==> src/hw/rtl/rws_pkg.sv <==
package rws_pkg;

  localparam int DEF_MAX_WINDOW  = 64;
  localparam int DEF_SAMPLE_BITS = 24;

  localparam int SAMPLE_W = 24;
  localparam int INPUT_W  = 25;
  localparam int COUNT_W  = 7;
  localparam int CFG_W    = 7;
  localparam int DEF_WINDOW_SIZE = 64;

  localparam logic [1:0] KIND_ADD    = 2'd0;
  localparam logic [1:0] KIND_CLEAR  = 2'd1;
  localparam logic [1:0] KIND_REJECT = 2'd2;

  localparam logic OP_ADD   = 1'b0;
  localparam logic OP_CLEAR = 1'b1;

  typedef struct packed {
    logic [1:0]          kind;
    logic [SAMPLE_W-1:0] value;
  } cmd_t;

endpackage

==> src/hw/rtl/rws_if.sv <==
interface rws_in_if;
  import rws_pkg::*;
  logic                      valid;
  logic                      ready;
  logic                      operation;
  logic signed [INPUT_W-1:0] sample;
  modport source (output valid, operation, sample, input ready);
  modport sink (input valid, operation, sample, output ready);
endinterface


==> src/hw/rtl/rws_front.sv <==
module rws_front import rws_pkg::*; #(
  parameter int SAMPLE_BITS = DEF_SAMPLE_BITS
) (
  input  logic   clk,
  input  logic   rst_n,
  rws_in_if.sink in_chan,
  output logic   cmd_valid,
  input  logic   cmd_ready,
  output cmd_t   cmd
);

  localparam logic [SAMPLE_W-1:0] SMAX = SAMPLE_W'((64'd1 << SAMPLE_BITS) - 64'd1);

  cmd_t       q_r [2];
  cmd_t       q_nxt [2];
  logic [1:0] cnt_r, cnt_nxt;
  cmd_t       cls;
  logic       push, pop;
  logic [SAMPLE_W-1:0] raw;

  assign in_chan.ready = (cnt_r != 2'd2);
  assign push = in_chan.valid && in_chan.ready;
  assign pop  = cmd_ready && (cnt_r != 2'd0);
  assign cmd_valid = (cnt_r != 2'd0);
  assign cmd = q_r[0];
  assign raw = in_chan.sample[SAMPLE_W-1:0];

  always_comb begin
    cls.value = (raw > SMAX) ? SMAX : raw;
    if (in_chan.operation == OP_CLEAR) begin
      cls.kind = KIND_CLEAR;
    end else if (in_chan.sample[INPUT_W-1]) begin
      cls.kind = KIND_REJECT;
    end else begin
      cls.kind = KIND_ADD;
    end
  end

  always_comb begin
    q_nxt[0] = q_r[0];
    q_nxt[1] = q_r[1];
    cnt_nxt  = cnt_r;
    if (pop) begin
      q_nxt[0] = q_r[1];
      cnt_nxt  = cnt_nxt - 2'd1;
    end
    if (push) begin
      if (cnt_nxt == 2'd0) begin
        q_nxt[0] = cls;
      end else begin
        q_nxt[1] = cls;
      end
      cnt_nxt = cnt_nxt + 2'd1;
    end
  end

  always_ff @(posedge clk) begin
    q_r[0] <= q_nxt[0];
    q_r[1] <= q_nxt[1];
    if (!rst_n) begin
      cnt_r <= 2'd0;
    end else begin
      cnt_r <= cnt_nxt;
    end
  end

endmodule

==> src/flat_wrapper.sv <==
// flat-port wrapper written by rule: the top's interface ports become plain ports
module rws_front_flat import rws_pkg::*;
#(
  parameter int SAMPLE_BITS = DEF_SAMPLE_BITS
)
  (clk, rst_n, cmd_valid, cmd_ready, cmd, in_chan_valid, in_chan_operation, in_chan_sample, in_chan_ready);
  rws_in_if in_chan_i ();
  input  logic clk;
  input  logic rst_n;
  output logic cmd_valid;
  input  logic cmd_ready;
  output cmd_t cmd;
  input wire logic [$bits(in_chan_i.valid)-1:0] in_chan_valid;
  input wire logic [$bits(in_chan_i.operation)-1:0] in_chan_operation;
  input wire logic [$bits(in_chan_i.sample)-1:0] in_chan_sample;
  output wire logic [$bits(in_chan_i.ready)-1:0] in_chan_ready;
  assign in_chan_i.valid = in_chan_valid;
  assign in_chan_i.operation = in_chan_operation;
  assign in_chan_i.sample = in_chan_sample;
  assign in_chan_ready = in_chan_i.ready;
  rws_front #(.SAMPLE_BITS(SAMPLE_BITS)) u_core (.clk(clk), .rst_n(rst_n), .in_chan(in_chan_i), .cmd_valid(cmd_valid), .cmd_ready(cmd_ready), .cmd(cmd));
endmodule
==> config.mk <==
export PLATFORM = sky130hd
export DESIGN_NAME = rws_front_flat
export DESIGN_NICKNAME = d
export VERILOG_FILES = /design/src/hw/rtl/rws_pkg.sv /design/src/hw/rtl/rws_if.sv /design/src/hw/rtl/rws_front.sv /design/src/flat_wrapper.sv
export SDC_FILE = /design/constraint.sdc
export NUM_CORES = 1
export LEC_CHECK = 0
export ABC_AREA = 1
export BUFFER_PORTS_ARGS = -buffer_cell sky130_fd_sc_hd__buf_2
export CORE_AREA = 2 2 84 86
export DETAILED_ROUTE_END_ITERATION = 10
export DIE_AREA = 0 0 86 88
export PLACE_DENSITY = 0.63
export SLEW_MARGIN = 10
export SYNTH_ARGS = -nofsm -noshare
export SYNTH_HDL_FRONTEND = slang
export SYNTH_SLANG_ARGS = --single-unit
==> constraint.sdc <==
create_clock -name clk -period 3.7 [get_ports clk]
set_input_delay 0.185 -clock clk [delete_from_list [all_inputs] [get_ports clk]]
set_output_delay 0.185 -clock clk [all_outputs]
set_load 0.03 [all_outputs]
[Yosys cells after proc, flatten, opt, wreduce, memory -nomap -nowiden]
Memory sizes are Yosys's and may differ from the RTL's.
Index checks and enable logic that the tools add are counted.
Storage, ports and cells
  memories: 1
  latch bits: 0
  word-level logic and storage cells: 19
  ROM bits: 0
  output and inout bits: 28
  input port bits: 30
  flip-flop bits (word level): 2
  RAM bits: 52
Memory list
  u_core.q_r: depth 2, width 26, rd ports 2, clocked after memory_dff 0, write ports 2, RTL line rws_front.sv:14  | cmd_t q_r [2];
Cells by class
  $lt $le $gt $ge: 1
  shift operators: 0
  divide/modulo/power cells: 0
  bitwise logic cells: 0
  muxes and demuxes: 9
  $mul: 0
  add/sub/neg operators: 2
  eq/ne operators: 1
  reduce and logical (&&, ||, !) cells: 4
Operator list (count)
  $mux 26: 3
  $mux 52: 1
  $gt 24x24->1 const B: 1
  $mux 24: 1
  $mux 2: 4
  $add 2x1->2 const B: 1
  $logic_and 1x1->1: 2
  $logic_not 2->1: 1
  $ne 2x2->1 const B: 1
  $reduce_bool 2->1: 1
  $sub 2x1->2 const B: 1

[Longest topological paths before layout]
Gate-level depths: netlist (run 1).
  depth after elaboration: 6
  mapped depth: 14
  gate-level depth less buffers: 13

[Worst setup path before layout (run 1)]
OpenSTA, ideal clock, no wires.
  path kind: register -> register
  start: register, netlist name u_core.cnt_r[0]
  end: memory u_core.q_r[0][26] (netlist name) (enable)
  library setup time: 0.409 ns
  stages on the path, launching flop included: 10
  clock period less this slack: 2.925 ns
  setup slack: 0.775 ns
  data required time: 3.291 ns
  arrival: 2.516 ns
  path buffers: 1
  cells stage by stage: dfxtp_1 -> inv_1 -> ha_1 -> inv_2 -> nand2_2 -> buf_4 -> nand2_1 -> nand2_1 -> ha_1 -> nor2_1
RTL lines (RTL line)
  to (decl): rws_front.sv:14

==> results of run 1 <==
registers in the layout, summed over array words and instances, names as in the netlist:
signal and cells:
u_core.q_r 52, u_core.cnt_r 2
placed cells by master (no fill, tap or decap), drive strengths merged:
master  instances
nand3           5
nand2         160
clkinv          1
buf            58
edfxtp         26
a21oi           1
o21ai           2
nor2            8
inv            12
ha              3
clkbuf          7
dfxtp          28
cells by family after synthesis:
| kind of cell | after synthesis | share of synthesized area, % |
|---|---|---|
| AND/OR/NAND/NOR | 173 | 27.6 |
| buffers and inverters | 71 | 15.8 |
| flip-flops | 54 | 54.4 |
| AO/OA/AOI/OAI | 3 | 0.609 |
| adder cells (fa/ha/maj) | 3 | 1.52 |
critical path, stage by stage, from the launching register on:
cell and delay [ps]:
dfxtp_1 330, inv_1 110, ha_1 240, inv_2 80, nand2_2 430, nand2_1 100, nand2_1 110, inv_1 50
ha_1 240, nor2_2 520, buf_4 340
power breakdown:
| group | internal, mW | total [mW] | switching, mW | leakage (nW) |
|---|---|---|---|---|
| combinational | 0.281 | 0.992 | 0.711 | 0.798 |
| clock | 0.151 | 0.331 | 0.179 | 0.0482 |
| sequential | 0.857 | 0.936 | 0.0790 | 0.479 |
final timing paths:
kind	start	cells past startpoint	endpoint
worst max-delay path	u_core.cnt_r[0]	10	u_core.q_r[0][48]
worst min-delay path	in_chan_sample[16]	1	u_core.q_r[0][42]
worst max register to register	u_core.cnt_r[0]	10	u_core.q_r[0][48]
worst min register to register	u_core.q_r[0][41]	4	u_core.q_r[0][15]
through the flow:
stage / total power [mW] / instance area [um^2] / hold slack [ps] / instances / setup slack (ps)
2_1_floorplan: 1.90 / 2460 / 284 / 304 / 775
3_3_place_gp: 1.94 / 2510 / 383 / 383 / 926
3_5_place_dp: 1.96 / 2510 / 379 / 383 / 824
4_1_cts: 2.29 / 2610 / 59.6 / 391 / 815
5_1_grt: 2.44 / 2610 / 55.8 / 391 / 626
6_report: 2.26 / 2610 / 71.8 / 391 / 851
per-layer routing:
layer	part of all wire (%)	vias up
met1	48	702
met4	0.57	0
met3	7.9	4
met2	44	66
met5	0	-
li1	-	893
layout make-up:
| class | count | area, um^2 | share of cell area, % |
|---|---|---|---|
| multi-input cells | 179 | 736 | 28.2 |
| clock inverters | 1 | 5.00 | 0.192 |
| inverters | 12 | 45.0 | 1.73 |
| well taps | 80 | 100 | 3.84 |
| repair buffers | 58 | 293 | 11.2 |
| flip-flops and latches | 54 | 1340 | 51.5 |
| clock buffers | 7 | 86.3 | 3.31 |
==> results_dict.tcl, run 1 <==
set metrics [dict create \
    status "finished clean" \
    dp_hpwl_um 3030 \
    rsz0062_at_grt "no" \
    ys.flop_type "dfxtp_1" \
    setup_viol 0 \
    cts.hold.buffers_added 0 \
    synth-seq-cells 54 \
    synthCells 304 \
    min_period_ps 2850 \
    yosysMostFrequentCell "nand2_1" \
    synth_nets 337 \
    top_usage_layer "met2" \
    fin_crit_sh_pct 77.0 \
    slew_headroom_pct 57.8 \
    yosysTopAreaCell "edfxtp_1" \
    clockRootBuffer "clkbuf_8" \
    cts_tree "built" \
    synth_warnings 0 \
    max_clock_freq_mhz 351 \
    fin_tns_setup_ps 0 \
    p_leak_nw 1.33 \
    synth_area_leaders "edfxtp_1 (32%), nand2_1 (24%), dfxtp_1 (23%)" \
    grt_pass1_wl_um 7020 \
    r2r_setup_slack_ps 850 \
    hold_viol 0 \
    drive_above_1_share_pct 24.8 \
    fin_worst_skew_ps 3.08 \
    synth_cell_types 18 \
    diodes 0 \
    antenna_found_initial 0 \
    synth_area_um2 2460 \
    fillers 693 \
    synth_top_cell_area_share_pct 31.7 \
    tightest_slew_ps 632 \
    drt_wl_total_um 4370 \
    maxCapViolCount 0 \
    core-area_um2 6640 \
    synth_commonest_cells "nand2_1 (157), dfxtp_1 (28), buf_4 (27), edfxtp_1 (26), clkbuf_1 (24)" \
    numCtsBuffers 5 \
    numPortBuffers 57 \
    die_h_um 88 \
    p_per_area_nw_per_um2 867 \
    peakVddDrop_uv 388 \
    row_count 30 \
    ant_nets 0 \
    grt_start_max_net_pins 31 \
    dieArea_um2 7570 \
    grtUsageMet3_pct 3.68 \
    syn_area_per_cell_um2 8.11 \
    viasPerCell 4.26 \
    wire_per_inst_um 11.2 \
    drt_iter0_markers 84 \
    async_flop_share_pct 0 \
    place_congestion 0.720 \
    nNetsFinal 343 \
    cp.required_ps 3700 \
    worstSetupStartpointType "flop" \
    worstPathArrival_ps 2850 \
    post-route-util_pct 39.2 \
    grtUsageTotal_pct 11.8 \
    areaGrowthSynthToFinish_pct 5.74 \
    die_x_um 86 \
    vias 1665 \
    critical_path_class "reg2reg" \
    hp-class "in2reg" \
    clock_path_buffers 2 \
    grt_pass1_vias 1473 \
    clk_pin_slew_worst_paths_ps 90 \
    dr.pass1.iters 4 \
    grt_overflow 0 \
    slew_viol_final 0 \
    clock_latency_ps 290 \
    cp_max_fo 30 \
    crit_path_end_kind "flop" \
    post_cts_buffers 0 \
    yosysSeqAreaShare_pct 54.4 \
    ios 58 \
    synth-edff-count 26 \
    drc 0 \
    cts_sinks 54 \
    post_cts_resized 0 \
    initial_utilization_pct 37.1 \
    cts-htree-levels 2 \
    use_met1_pct 16.1 \
    grtUsageMet2_pct 18.2 \
]
Note: power is estimated with default switching activity, not from simulation.
==> run 2, diff against run 1 <==
==> constraint.sdc (replaced) <==
create_clock -name clk -period 2.8 [get_ports clk]
set_input_delay 0.14 -clock clk [delete_from_list [all_inputs] [get_ports clk]]
set_output_delay 0.14 -clock clk [all_outputs]
set_load 0.03 [all_outputs]
==> run 2 against run 1 <==
Against the previous run:
- sequential cell count unchanged
- hold slack got worse by 49 ps
- largest cell class unchanged
- largest power group unchanged
- count of clock-buffer cells in the layout unchanged
- cell count increased by 0.77%
- critical endpoint is now u_core.q_r[0][14]
- clock skew increased by 3.4 ps
==> results_dict.tcl, run 2 (same netlist as run 1, synthesis figures left out) <==
set metrics [dict create \
    clock_path_buffers 2 \
    critical_path_class "reg2reg" \
    pwr-share-seq_pct 41.3 \
    dp_hpwl_um 2990 \
    worstHoldPathCells 1 \
    cp.required_ps 3050 \
    vias 1647 \
    cpMostUsedCell "nand2_1" \
    drive_above_1_share_pct 25.5 \
    slowest_delay_ps 370 \
    pwr-share-clk_pct 14.9 \
    numCtsBuffers 5 \
    grt_start_max_net_pins 28 \
    cts_tree "built" \
    rsz0062_at_grt "no" \
    min_period_ps 2100 \
    path_cells "inv_1 -> ha_1 -> inv_2 -> nand2_2 -> nand2_1 -> nand2_1 -> inv_1 -> ha_1 -> inv_2 -> nor2_4 -> buf_4 -> nand2_1 -> nand2_1" \
    rr_worst_depth 13 \
    max_clock_freq_mhz 477 \
    clk_pin_slew_worst_paths_ps 100 \
    core-area_um2 6640 \
    row_count 30 \
    wire_per_inst_um 11.5 \
    diodes 0 \
    p_sw_mw 1.30 \
    hp-class "in2reg" \
    cts-htree-levels 2 \
    power.total_mw 3.02 \
    p_sw_share_pct 43.1 \
    die_h_um 88 \
    worstPathArrival_ps 2350 \
    largest_register "u_core.q_r" \
    grt_pass1_vias 1542 \
    cts.hold.buffers_added 0 \
    clockRootBuffer "clkbuf_8" \
    place_congestion 0.708 \
    hold_end "u_core.q_r[0][43]" \
    die_x_um 86 \
    p_int_mw 1.72 \
    grtUsageTotal_pct 12.5 \
    drt_iter0_markers 103 \
    post_cts_resized 0 \
    dieArea_um2 7570 \
    numPortBuffers 57 \
    dr.pass1.iters 4 \
    post_cts_buffers 0 \
    timing.rr.start "u_core.cnt_r[0]" \
    drc 0 \
    antenna_found_initial 0 \
    fin_crit_sh_pct 74.9 \
    p_leak_nw 1.34 \
    mostFrequentLayoutCells "nand2_1 (157), buf_2 (57), dfxtp_1 (28)" \
    areaGrowthSynthToFinish_pct 6.80 \
    slew_headroom_pct 64.6 \
    viasPerCell 4.18 \
    largest_reg_flops 52 \
    ios 58 \
    reg2reg_to "u_core.q_r[0][14]" \
    post-place-ws_ps 727 \
    grt_overflow 0 \
    ant_nets 0 \
    fin_ws_ps 703 \
    final_common_cell "nand2_1" \
    maxCapViolCount 0 \
    seq_area_um2 1340 \
    clock_latency_ps 300 \
    crit_slowest_cell "dfxtp_1" \
    slew_viol_final 0 \
    hold_viol 0 \
    worstSetupStartpointType "flop" \
    peakVddDrop_uv 438 \
    multi_input_area_um2 736 \
    r2r_setup_slack_ps 700 \
    fin_worst_skew_ps 6.46 \
    min-delay-start "in_chan_sample[17]" \
    largestRegisters "u_core.q_r (52), u_core.cnt_r (2)" \
    initial_utilization_pct 37.1 \
    grt_pass1_wl_um 7420 \
    setup_viol 0 \
    drt_wl_total_um 4540 \
    status "finished clean" \
    cp_max_fo 17 \
    tightest_slew_ps 530 \
    crit_path_end_kind "flop" \
    fin_tns_setup_ps 0 \
    cts_sinks 54 \
    combinationalPowerShare_pct 43.8 \
    p_per_area_nw_per_um2 1150 \
    nNetsFinal 346 \
    fillers 680 \
]
## run 2: worst max-delay path by stage
stage | startpoint | end | slack, ps
6_report | u_core.cnt_r[0] | u_core.q_r[0][14] | 700
2_1_floorplan | u_core.cnt_r[0] | u_core.q_r[0][26] | 300
4_1_cts | u_core.cnt_r[0] | u_core.q_r[0][14] | 710
3_5_place_dp | u_core.cnt_r[0] | u_core.q_r[0][14] | 730
5_1_grt | u_core.cnt_r[0] | u_core.q_r[0][2] | 530
3_3_place_gp | u_core.cnt_r[0] | u_core.q_r[0][21] | 790
## run 2: power groups by stage
stage	Combinational (mW)	Sequential (mW)	Clock [mW]
final	1.32	1.25	0.451
after global routing	1.49	1.28	0.506
after CTS	1.35	1.25	0.478
after detailed placement	1.34	1.27	0
after global placement	1.33	1.26	0
after floorplan	1.27	1.24	0
## run 2: area by class of cell
cell class,count,share of cell area (%)
Timing Repair Buffer,61,12.0
Clock buffer,7,3.28
Clock inverter,1,0.333
Sequential cell,54,51.0
Tap cell,80,3.80
Inverter,12,1.71
Multi-Input combinational cell,179,27.9
## run 2: worst max-delay path: cells and delay by family (launching register included)
family,cells,cell delay (ps)
and+or+nand+nor,6,590
DFF,1,370
buffers and inverters,5,620
adders and majority gates,2,470
## run 2: layer usage
metal  track usage [%]  vias up  routed length [um]
li1                  -      901                   -
met1              15.8      698                2140
met2              21.2       44                2070
met3              3.77        4                 295
met4              3.03        0                  31
met5                 0        -                   0
## run 2: per-stage QoR
step / instances / instance area, um^2 / hold WS (ps) / utilization [%]
after floorplan: 304 / 2470 / 239 / -
after global placement: 386 / 2540 / 335 / 38.2
after detailed placement: 386 / 2540 / 334 / 38.2
after CTS: 394 / 2630 / 7.69 / 39.6
after global routing: 394 / 2630 / 2.01 / 39.6
final: 394 / 2630 / 22.7 / 39.6
